File: src/sv/assert_macros.svh
`ifndef ASSERT_MACROS_SVH
`define ASSERT_MACROS_SVH

// Clocked assertion that is switched off while reset is asserted.
`define CPDF_ASSERT(label, clk, rst_n, prop, msg) \
    label: assert property (@(posedge clk) disable iff (!rst_n) prop) else $error(msg);

// Clocked assertion that also holds across reset.
`define CPDF_ASSERT_ALWAYS(label, clk, prop, msg) \
    label: assert property (@(posedge clk) prop) else $error(msg);

`endif

File: src/sv/cpdf_pkg.sv
`timescale 1ns / 1ps

package cpdf_pkg;

    localparam int FRAME_BYTES_DEF = 256;
    localparam int ADDR_W = 7;
    localparam logic [ADDR_W-1:0] TARGET_ADDRESS_RST = 7'd60;
    localparam logic [7:0] CTRL_DATA = 8'h40;
    localparam int K_W = 5;
    localparam logic [K_W-1:0] K_LAST = 5'd16;

    typedef enum logic [0:0] {
        ST_COLLECT,
        ST_EMIT
    } t_state;

    typedef struct packed {
        logic accept;
        logic emit;
    } t_cmd;

    typedef struct packed {
        logic col_full;
        logic emit_last;
        logic out_free;
    } t_status;

    function automatic logic [7:0] nib_double(input logic [3:0] nib);
        logic [7:0] res;
        res = '0;
        for (int i = 0; i < 4; i++) begin
            res[2*i]   = nib[i];
            res[2*i+1] = nib[i];
        end
        return res;
    endfunction

endpackage

File: src/sv/cpdf_ctrl.sv
`timescale 1ns / 1ps

module cpdf_ctrl (
    input  logic               i_clk,
    input  logic               i_rst_n,
    input  logic               i_valid,
    output logic               o_stall,
    input  cpdf_pkg::t_status  i_status,
    output cpdf_pkg::t_cmd     o_cmd
);

    cpdf_pkg::t_state r_state;
    cpdf_pkg::t_state n_state;

    always_ff @(posedge i_clk) begin
        if (!i_rst_n) begin
            r_state <= cpdf_pkg::ST_COLLECT;
        end else begin
            r_state <= n_state;
        end
    end

    always_comb begin
        n_state      = r_state;
        o_stall      = 1'b1;
        o_cmd.accept = 1'b0;
        o_cmd.emit   = 1'b0;
        case (r_state)
            cpdf_pkg::ST_COLLECT: begin
                o_stall      = 1'b0;
                o_cmd.accept = i_valid;
                if (i_valid && i_status.col_full) begin
                    n_state = cpdf_pkg::ST_EMIT;
                end
            end
            cpdf_pkg::ST_EMIT: begin
                o_cmd.emit = i_status.out_free;
                if (i_status.out_free && i_status.emit_last) begin
                    n_state = cpdf_pkg::ST_COLLECT;
                end
            end
            default: begin
                n_state = cpdf_pkg::ST_COLLECT;
            end
        endcase
    end

endmodule

File: src/sv/cpdf_dp.sv
`timescale 1ns / 1ps

module cpdf_dp #(
    parameter int FRAME_BYTES = cpdf_pkg::FRAME_BYTES_DEF
) (
    input  logic                          i_clk,
    input  logic                          i_rst_n,
    input  cpdf_pkg::t_cmd                i_cmd,
    output cpdf_pkg::t_status             o_status,
    input  logic [7:0]                    i_pixel_byte,
    input  logic                          i_stall,
    input  logic                          i_cfg_valid,
    input  logic [cpdf_pkg::ADDR_W-1:0]   i_cfg_data,
    output logic                          o_valid,
    output logic [7:0]                    o_data_byte,
    output logic                          o_start_of_transaction,
    output logic                          o_end_of_transaction,
    output logic                          o_end_of_frame,
    output logic [cpdf_pkg::ADDR_W-1:0]   o_bus_address
);

    localparam int COLS_RAW = FRAME_BYTES / 4;
    localparam int NUM_COLS = (COLS_RAW < 1) ? 1 : COLS_RAW;
    localparam int COL_W = (NUM_COLS > 1) ? $clog2(NUM_COLS) : 1;
    localparam logic [COL_W-1:0] LAST_COL = COL_W'(NUM_COLS - 1);

    logic [7:0]                  r_store [4];
    logic [1:0]                  r_byte_idx;
    logic [COL_W-1:0]            r_col_idx;
    logic [cpdf_pkg::K_W-1:0]    r_k;
    logic [cpdf_pkg::ADDR_W-1:0] r_addr;
    logic                        r_valid;
    logic [7:0]                  r_data;
    logic                        r_sot;
    logic                        r_eot;
    logic                        r_eof;
    logic [cpdf_pkg::ADDR_W-1:0] r_bus_addr;

    logic [cpdf_pkg::K_W-1:0]    w_j;
    logic [7:0]                  w_cur;
    logic [3:0]                  w_nib;
    logic                        w_first;
    logic                        w_last;
    logic                        w_last_col;

    assign w_j        = r_k - cpdf_pkg::K_W'(1);
    assign w_cur      = r_store[w_j[2:1]];
    assign w_nib      = w_j[0] ? w_cur[7:4] : w_cur[3:0];
    assign w_first    = (r_k == '0);
    assign w_last     = (r_k == cpdf_pkg::K_LAST);
    assign w_last_col = (r_col_idx == LAST_COL);

    assign o_status.col_full  = (r_byte_idx == 2'd3);
    assign o_status.emit_last = w_last;
    assign o_status.out_free  = !r_valid || !i_stall;

    always_ff @(posedge i_clk) begin
        if (i_cmd.accept) begin
            r_store[r_byte_idx] <= i_pixel_byte;
        end
        if (i_cmd.emit) begin
            r_data     <= w_first ? cpdf_pkg::CTRL_DATA : cpdf_pkg::nib_double(w_nib);
            r_sot      <= w_first;
            r_eot      <= w_last;
            r_eof      <= w_last && w_last_col;
            r_bus_addr <= r_addr;
        end
    end

    always_ff @(posedge i_clk) begin
        if (!i_rst_n) begin
            r_byte_idx <= '0;
            r_col_idx  <= '0;
            r_k        <= '0;
            r_addr     <= cpdf_pkg::TARGET_ADDRESS_RST;
            r_valid    <= 1'b0;
        end else begin
            if (i_cfg_valid) begin
                r_addr <= i_cfg_data;
            end
            if (i_cmd.accept) begin
                r_byte_idx <= r_byte_idx + 2'd1;
                if (r_byte_idx == 2'd3) begin
                    r_k <= '0;
                end
            end else if (i_cmd.emit) begin
                r_k <= r_k + cpdf_pkg::K_W'(1);
                if (w_last) begin
                    r_col_idx <= w_last_col ? '0 : r_col_idx + COL_W'(1);
                end
            end
            if (i_cmd.emit) begin
                r_valid <= 1'b1;
            end else if (!i_stall) begin
                r_valid <= 1'b0;
            end
        end
    end

    assign o_valid                = r_valid;
    assign o_data_byte            = r_data;
    assign o_start_of_transaction = r_sot;
    assign o_end_of_transaction   = r_eot;
    assign o_end_of_frame         = r_eof;
    assign o_bus_address          = r_bus_addr;

endmodule

File: src/sv/column_pixel_doubler_framer_core.sv
// The fourth byte moves control to ST_EMIT; the control byte is registered on out_free.
// Throughput: a column gives 17 bytes at one per unstalled cycle; input is stalled meanwhile.
// Unstalled, the input rate is set by the emitter.
// Reset is synchronous and active low: counters clear, target address returns to 60.
// The column store is not cleared; a column is sent only after all four bytes arrive.
`timescale 1ns / 1ps
`include "assert_macros.svh"

module column_pixel_doubler_framer_core #(
    parameter int FRAME_BYTES = cpdf_pkg::FRAME_BYTES_DEF
) (
    input  logic                          i_clk,
    input  logic                          i_rst_n,
    input  logic                          i_valid,
    output logic                          o_stall,
    input  logic [7:0]                    i_pixel_byte,
    output logic                          o_valid,
    input  logic                          i_stall,
    output logic [7:0]                    o_data_byte,
    output logic                          o_start_of_transaction,
    output logic                          o_end_of_transaction,
    output logic                          o_end_of_frame,
    output logic [cpdf_pkg::ADDR_W-1:0]   o_bus_address,
    input  logic                          i_cfg_valid,
    output logic                          o_cfg_ready,
    input  logic [cpdf_pkg::ADDR_W-1:0]   i_cfg_data
);

    cpdf_pkg::t_cmd    w_cmd;
    cpdf_pkg::t_status w_status;

    assign o_cfg_ready = 1'b1;

    cpdf_ctrl u_ctrl (
        .i_clk    (i_clk),
        .i_rst_n  (i_rst_n),
        .i_valid  (i_valid),
        .o_stall  (o_stall),
        .i_status (w_status),
        .o_cmd    (w_cmd)
    );

    cpdf_dp #(
        .FRAME_BYTES (FRAME_BYTES)
    ) u_dp (
        .i_clk                  (i_clk),
        .i_rst_n                (i_rst_n),
        .i_cmd                  (w_cmd),
        .o_status               (w_status),
        .i_pixel_byte           (i_pixel_byte),
        .i_stall                (i_stall),
        .i_cfg_valid            (i_cfg_valid),
        .i_cfg_data             (i_cfg_data),
        .o_valid                (o_valid),
        .o_data_byte            (o_data_byte),
        .o_start_of_transaction (o_start_of_transaction),
        .o_end_of_transaction   (o_end_of_transaction),
        .o_end_of_frame         (o_end_of_frame),
        .o_bus_address          (o_bus_address)
    );

    `CPDF_ASSERT(a_sot_eot_excl, i_clk, i_rst_n, o_valid |-> !(o_start_of_transaction && o_end_of_transaction), "start and end of transaction on one byte")
    `CPDF_ASSERT(a_eof_on_eot, i_clk, i_rst_n, (o_valid && o_end_of_frame) |-> o_end_of_transaction, "end of frame away from end of transaction")
    `CPDF_ASSERT(a_sot_ctrl_byte, i_clk, i_rst_n, (o_valid && o_start_of_transaction) |-> (o_data_byte == cpdf_pkg::CTRL_DATA), "transaction start without control byte")
    `CPDF_ASSERT(a_hold_stalled, i_clk, i_rst_n, (o_valid && i_stall) |=> (o_valid && $stable(o_data_byte) && $stable(o_bus_address)), "stalled output byte changed")
    `CPDF_ASSERT_ALWAYS(a_reset_idle, i_clk, !i_rst_n |=> !o_valid, "output valid after reset")

endmodule
File: config.mk
export PLATFORM = sky130hd
export DESIGN_NAME = column_pixel_doubler_framer_core
export DESIGN_NICKNAME = d
export VERILOG_FILES = /design/src/sv/cpdf_pkg.sv /design/src/sv/cpdf_ctrl.sv /design/src/sv/cpdf_dp.sv /design/src/sv/column_pixel_doubler_framer_core.sv
export VERILOG_INCLUDE_DIRS = /design/src /design/src/sv
export SDC_FILE = /design/constraint.sdc
export NUM_CORES = 1
export LEC_CHECK = 0
export BUFFER_PORTS_ARGS = -buffer_cell sky130_fd_sc_hd__buf_4
export CAP_MARGIN = 20
export CORE_ASPECT_RATIO = 0.8
export CORE_MARGIN = 5
export CORE_UTILIZATION = 34
export CTS_CLUSTER_SIZE = 16
export DETAILED_ROUTE_END_ITERATION = 10
export SKIP_CTS_REPAIR_TIMING = 1
export SLEW_MARGIN = 15
export SYNTH_ARGS = -nofsm -noshare
export SYNTH_HDL_FRONTEND = slang
export SYNTH_SLANG_ARGS = --single-unit
File: constraint.sdc
create_clock -name i_clk -period 2.95 [get_ports i_clk]
set_input_delay 0.4425 -clock i_clk [delete_from_list [all_inputs] [get_ports i_clk]]
set_output_delay 0.4425 -clock i_clk [all_outputs]
set_load 0.02 [all_outputs]
==> flow_summary.toml, run 1 <==
[clock_tree]
cts_tree = "done"
path_clk_slew_ns = 0.07
cts_max_path_buffers = 2
htree_levels = 3
cts_sinks = 69
clock_latency_ns = 0.34
cts_buffers = 9
root_buffer = "clkbuf_8"

[power_and_ir_drop]
leakage_nw = 1.29
total_power_mw = 2.02
peakVddDrop_uv = 233
powerDensity_mw_per_mm2 = 591

[drt]
dr.pass1.iters = 4
first_iter_violations = 94
remaining_drc_errors = 0
ant_nets = 0
vias = 1602
via_per_inst = 4.50
wl_mm = 4.76
routedWlPerCell_um = 13.4

[sta]
whs_ns = 0.307
max_freq_mhz = 442
fin_crit_ns = 2.26
fin_setup_tns_ns = 0
skew_ns = 0.00662
finalCritPeriodShare = 0.767
drv_slew = 0
setup_viol = 0
final-hold-violation-count = 0
rsz0062_at_grt = "false"
setup_ws_ns = 0.686

[cells_and_area]
fin_cells = 356
final_cell_mix = "edfxtp_1, buf_4, dfxtp_1"
synthToLayoutAreaGrowth_pct = 21.7
n_antenna_cell = 0
final_common_cell = "edfxtp_1"
nets = 271
drive_above_1_share = 0.274

[worst_setup_path]
worstPathCellList = "inv_1 -> ha_1 -> xor2_2 -> buf_4 -> mux2_2 -> o22ai_1 -> nor4_1"
crit_required_ns = 3.03
rr_startpoint = "u_dp.r_k[0]"
critical_path_class = "reg -> reg"
regToRegSetupSlack_ns = 0.69
startpoint_type = "register"
critPathSlowestCell = "dfxtp_1"
crit_path_max_fanout = 12
arrival_ns = 2.35
worst_setup_path_end_kind = "register"
slowest_delay_ns = 0.52
rr_worst_depth = 7
r2r-end = "u_dp.o_data_byte[5]"

[logic_synthesis]
yosysWarnings = 0
ys_ff_latch = 69
synth.top_cell.area_share = 0.503
syn_nets = 229
yosysTopAreaCell = "edfxtp_1"
ys_top_cells_by_area = "edfxtp_1, dfxtp_1, ha_1"
ys_types = 35
syn_inst = 201
syn_area_per_cell_um2 = 13.9
netlist_area_mm2 = 0.00280
ys_seq_area_frac = 0.660

[place]
dpl.hpwl_mm = 3.31
globalplace.congestion = 0.776
portBuffers = 39
dp.cells = 340
post-place-ws_ns = 0.695

[die]
fp.dieW_um = 112
die_y_um = 91.2
io_pins = 41
die_area_mm2 = 0.0102
core-area_mm2 = 0.00798
rows = 29
initial_core_util = 0.351

[grt]
grt-ovfl-total = 0
grt_max_degree = 29
antenna_found_initial = 0
grt_use_total = 0.103
grt_pass1_vias = 1638
grt_pass1_wl_mm = 8.12

[hold_path]
hp-class = "in -> reg"
hold_depth = 1
min_to = "u_dp.r_store[3][5]"
min-delay-start = "i_pixel_byte[5]"

[flow_run]
cap_violations = 0

[outcome]
outcome = "finished clean"
[layer usage]
layer,wire (um),track usage,vias up,share of wire
met5,0,0,-,0
met4,104,0.0608,0,0.022
met3,238,0.0412,7,0.050
met2,2060,0.143,37,0.43
met1,2360,0.136,758,0.50
li1,-,-,800,-
[power breakdown]
group / switching (mW) / leakage (nW) / internal [mW]
Combinational: 0.0523 / 0.569 / 0.0443
Sequential: 0.0106 / 0.608 / 1.06
Clock: 0.347 / 0.117 / 0.498
[state kept, by name, indices dropped and copies added (netlist names)]
name and flops:
u_dp.r_store 32, u_dp.o_bus_address 7, u_dp.r_addr 7, u_dp.r_col_idx 6, u_dp.o_data_byte 5, u_dp.r_k 5, u_dp.r_byte_idx 2, u_ctrl.r_state 1
u_dp.o_end_of_frame 1, u_dp.o_end_of_transaction 1, u_dp.o_start_of_transaction 1, u_dp.o_valid 1
[worst max-delay path: cells and delay by family (launching register included)]
kind                       cells  cell delay (ns)
AOI/OAI and AO/OA              1             0.16
xor gates and xnor gates       1             0.21
adders and majority gates      1             0.26
buffers and inverters          2             0.41
DFF                            1             0.52
muxes                          1             0.36
and+or+nand+nor                1             0.08
[through the flow]
| stage | utilization | area [um2] |
|---|---|---|
| after floorplan | - | 2800 |
| after global placement | 0.400 | 3190 |
| after detailed placement | 0.400 | 3190 |
| after CTS | 0.427 | 3410 |
| after global routing | 0.427 | 3410 |
| final | 0.427 | 3410 |
[layout make-up]
cell class	count	area [um2]
Timing Repair Buffer	41	308
Fill cell	728	4570
Tap cell	108	135
Inverter	7	26.3
Sequential cell	69	1850
Clock buffer	10	138
Clock inverter	6	85.1
Multi-Input combinational cell	115	868
[cells in the mapped netlist, drive strengths merged]
| master | count |
|---|---|
| a21boi | 4 |
| a21oi | 2 |
| and2 | 8 |
| and3 | 2 |
| buf | 6 |
| clkbuf | 4 |
| conb | 1 |
| dfxtp | 22 |
| edfxtp | 47 |
| ha | 8 |
| inv | 7 |
| mux2 | 12 |
| mux2i | 8 |
| mux4 | 2 |
| nand2 | 13 |
| nand2b | 1 |
| nand3 | 5 |
| nand4 | 2 |
| nor2 | 13 |
| nor2b | 6 |
| nor3 | 4 |
| nor4 | 3 |
| o2111ai | 2 |
| o21a | 1 |
| o21ai | 3 |
| o22ai | 3 |
| or2 | 1 |
| or3 | 1 |
| xnor2 | 3 |
| xor2 | 7 |
[cell families (layout without fill, tap and decap cells)]
family / Yosys count / after routing / synth area share
multiplexers: 22 / 22 / 0.0955
buffers and inverters: 17 / 64 / 0.0312
adder cells (fa/ha/maj): 8 / 8 / 0.0357
AND/OR/NAND/NOR: 59 / 59 / 0.107
AO/OA/AOI/OAI: 15 / 15 / 0.0353
other: 1 / 1 / 0.00134
XOR/XNOR: 10 / 10 / 0.0339
flip-flops: 69 / 69 / 0.660
[worst max path at each step]
stage,depth (start not counted),endpoint,from,slack (ns)
6_report,7,u_dp.o_data_byte[5],u_dp.r_k[0],0.69
5_1_grt,7,u_dp.o_data_byte[3],u_dp.r_k[0],0.49
4_1_cts,7,u_dp.o_data_byte[5],u_dp.r_k[0],0.67
3_5_place_dp,7,u_dp.o_data_byte[5],u_dp.r_k[0],0.70
3_3_place_gp,7,u_dp.o_data_byte[5],u_dp.r_k[0],0.77
2_1_floorplan,7,u_dp.o_data_byte[6],u_dp.r_k[0],0.70
(Power assumes the default switching activity.)
==> run 2: changes to the inputs <==
==> constraint.sdc (replaced) <==
create_clock -name i_clk -period 2.35 [get_ports i_clk]
set_input_delay 0.3525 -clock i_clk [delete_from_list [all_inputs] [get_ports i_clk]]
set_output_delay 0.3525 -clock i_clk [all_outputs]
set_load 0.02 [all_outputs]
==> run 2 against run 1 <==
Effect of this change:
- combinational power up 30%
- non-clock buffer count rose by 4
- fmax is 13% higher
- count of clock-buffer cells in the layout up 1
- sequential share of layout area is 0.34 points higher
- critical path type unchanged
- critical endpoint is now u_dp.o_data_byte[6]
- largest power group unchanged
- highest routed layer unchanged
==> flow_summary.toml, run 2 (synthesis gave the netlist of run 1 again) <==
[sta]
finalCritPeriodShare = 0.853
max_freq_mhz = 499
final-hold-violation-count = 0
skew_ns = 0.00657
fin_setup_tns_ns = 0
rsz0062_at_grt = "false"
fin_crit_ns = 2.01
setup_viol = 0
drv_slew = 0

[die]
die_area_mm2 = 0.0102
core-area_mm2 = 0.00798
fp.dieW_um = 112
initial_core_util = 0.351
rows = 29
die_y_um = 91.2
io_pins = 41

[drt]
via_per_inst = 4.51
wl_mm = 4.95
dr.pass1.iters = 4
first_iter_violations = 44
remaining_drc_errors = 0
vias = 1624
routedWlPerCell_um = 13.8
ant_nets = 0

[worst_setup_path]
critPathSlowestCell = "mux4_1"
regToRegSetupSlack_ns = 0.34
worstPathCellList = "inv_1 -> ha_1 -> xor2_2 -> mux4_1 -> mux2i_1 -> nand2_1"
startpoint_type = "register"
worst_setup_path_end_kind = "register"
crit_path_max_fanout = 5
critical_path_class = "reg -> reg"
slowest_delay_ns = 0.61
arrival_ns = 2.08
crit_required_ns = 2.43

[cells_and_area]
fin_util = 0.425
largest-register = "u_dp.r_store"
nets = 275
n_antenna_cell = 0
largest_reg_flops = 32
synthToLayoutAreaGrowth_pct = 20.9
final_common_cell = "edfxtp_1"
final_cell_mix = "edfxtp_1, buf_4, dfxtp_1"
drive_above_1_share = 0.278

[power_and_ir_drop]
power_switching_mw = 0.488
p_int_mw = 1.77
swShare = 0.216
share_comb_of_total_power = 0.056
leakage_nw = 1.28
power_frac_seq = 0.597
clkPwrFrac = 0.347
peakVddDrop_uv = 255
powerDensity_mw_per_mm2 = 666

[grt]
grt_use_total = 0.104
grt_pass1_wl_mm = 8.19
grt_max_degree = 23
grt_pass1_vias = 1616
grt-ovfl-total = 0
antenna_found_initial = 0

[clock_tree]
root_buffer = "clkbuf_8"
cts_buffers = 9
cts_tree = "done"
cts_sinks = 69
clock_latency_ns = 0.33
htree_levels = 3
path_clk_slew_ns = 0.07
cts_max_path_buffers = 2

[hold_path]
hp-class = "in -> reg"

[outcome]
outcome = "finished clean"

[place]
dpl.hpwl_mm = 3.48
portBuffers = 39
globalplace.congestion = 0.755

[flow_run]
cap_violations = 0
## run 2: routing by layer
| metal | vias up | GRT usage | part of all wire |
|---|---|---|---|
| li1 | 808 | - | - |
| met1 | 761 | 0.135 | 0.49 |
| met2 | 46 | 0.156 | 0.44 |
| met3 | 9 | 0.0312 | 0.045 |
| met4 | 0 | 0.0608 | 0.023 |
| met5 | - | 0 | 0 |
## run 2: through the flow
step / total power [mW] / setup slack [ns] / hold slack, ns / area [um2] / cells
6_report: 2.26 / 0.345 / 0.220 / 3390 / 360
5_1_grt: 2.37 / 0.218 / 0.201 / 3390 / 360
4_1_cts: 2.29 / 0.325 / 0.204 / 3390 / 360
3_5_place_dp: 1.51 / 0.333 / 0.412 / 3230 / 344
3_3_place_gp: 1.50 / 0.423 / 0.409 / 3230 / 344
2_1_floorplan: 1.44 / 0.0994 / 0.408 / 2800 / 201
## run 2: worst paths after layout
check                        from                    end  cells after the start
setup / recovery      u_dp.r_k[0]    u_dp.o_data_byte[6]                      6
hold / removal    i_pixel_byte[2]     u_dp.r_store[0][2]                      1
setup reg to reg      u_dp.r_k[0]    u_dp.o_data_byte[6]                      6
hold reg to reg    u_dp.r_addr[5]  u_dp.o_bus_address[5]                      0
## run 2: power by group through the flow
stage	clock network (mW)	logic, mW	registers, mW
after global routing	0.872	0.142	1.35
after global placement	0	0.128	1.38
after floorplan	0	0.0686	1.38
final	0.783	0.126	1.35
after CTS	0.815	0.130	1.35
after detailed placement	0	0.129	1.38
## run 2: area by class of cell
cell class	count	area (um2)
Clock buffer	11	131
Inverter	7	26.3
Clock inverter	5	27.5
Multi-Input combinational cell	115	868
Sequential cell	69	1850
Timing Repair Buffer	45	350
Tap cell	108	135
Fill cell	766	4590
## run 2: worst max-delay path, delay by kind of cell (launching register included)
| kind | cells | cell delay (ns) |
|---|---|---|
| multiplexers | 2 | 0.80 |
| buffers and inverters | 1 | 0.12 |
| adder cells (fa/ha/maj) | 1 | 0.20 |
| flip-flops | 1 | 0.31 |
| XOR/XNOR | 1 | 0.25 |
| AND/OR/NAND/NOR | 1 | 0.07 |
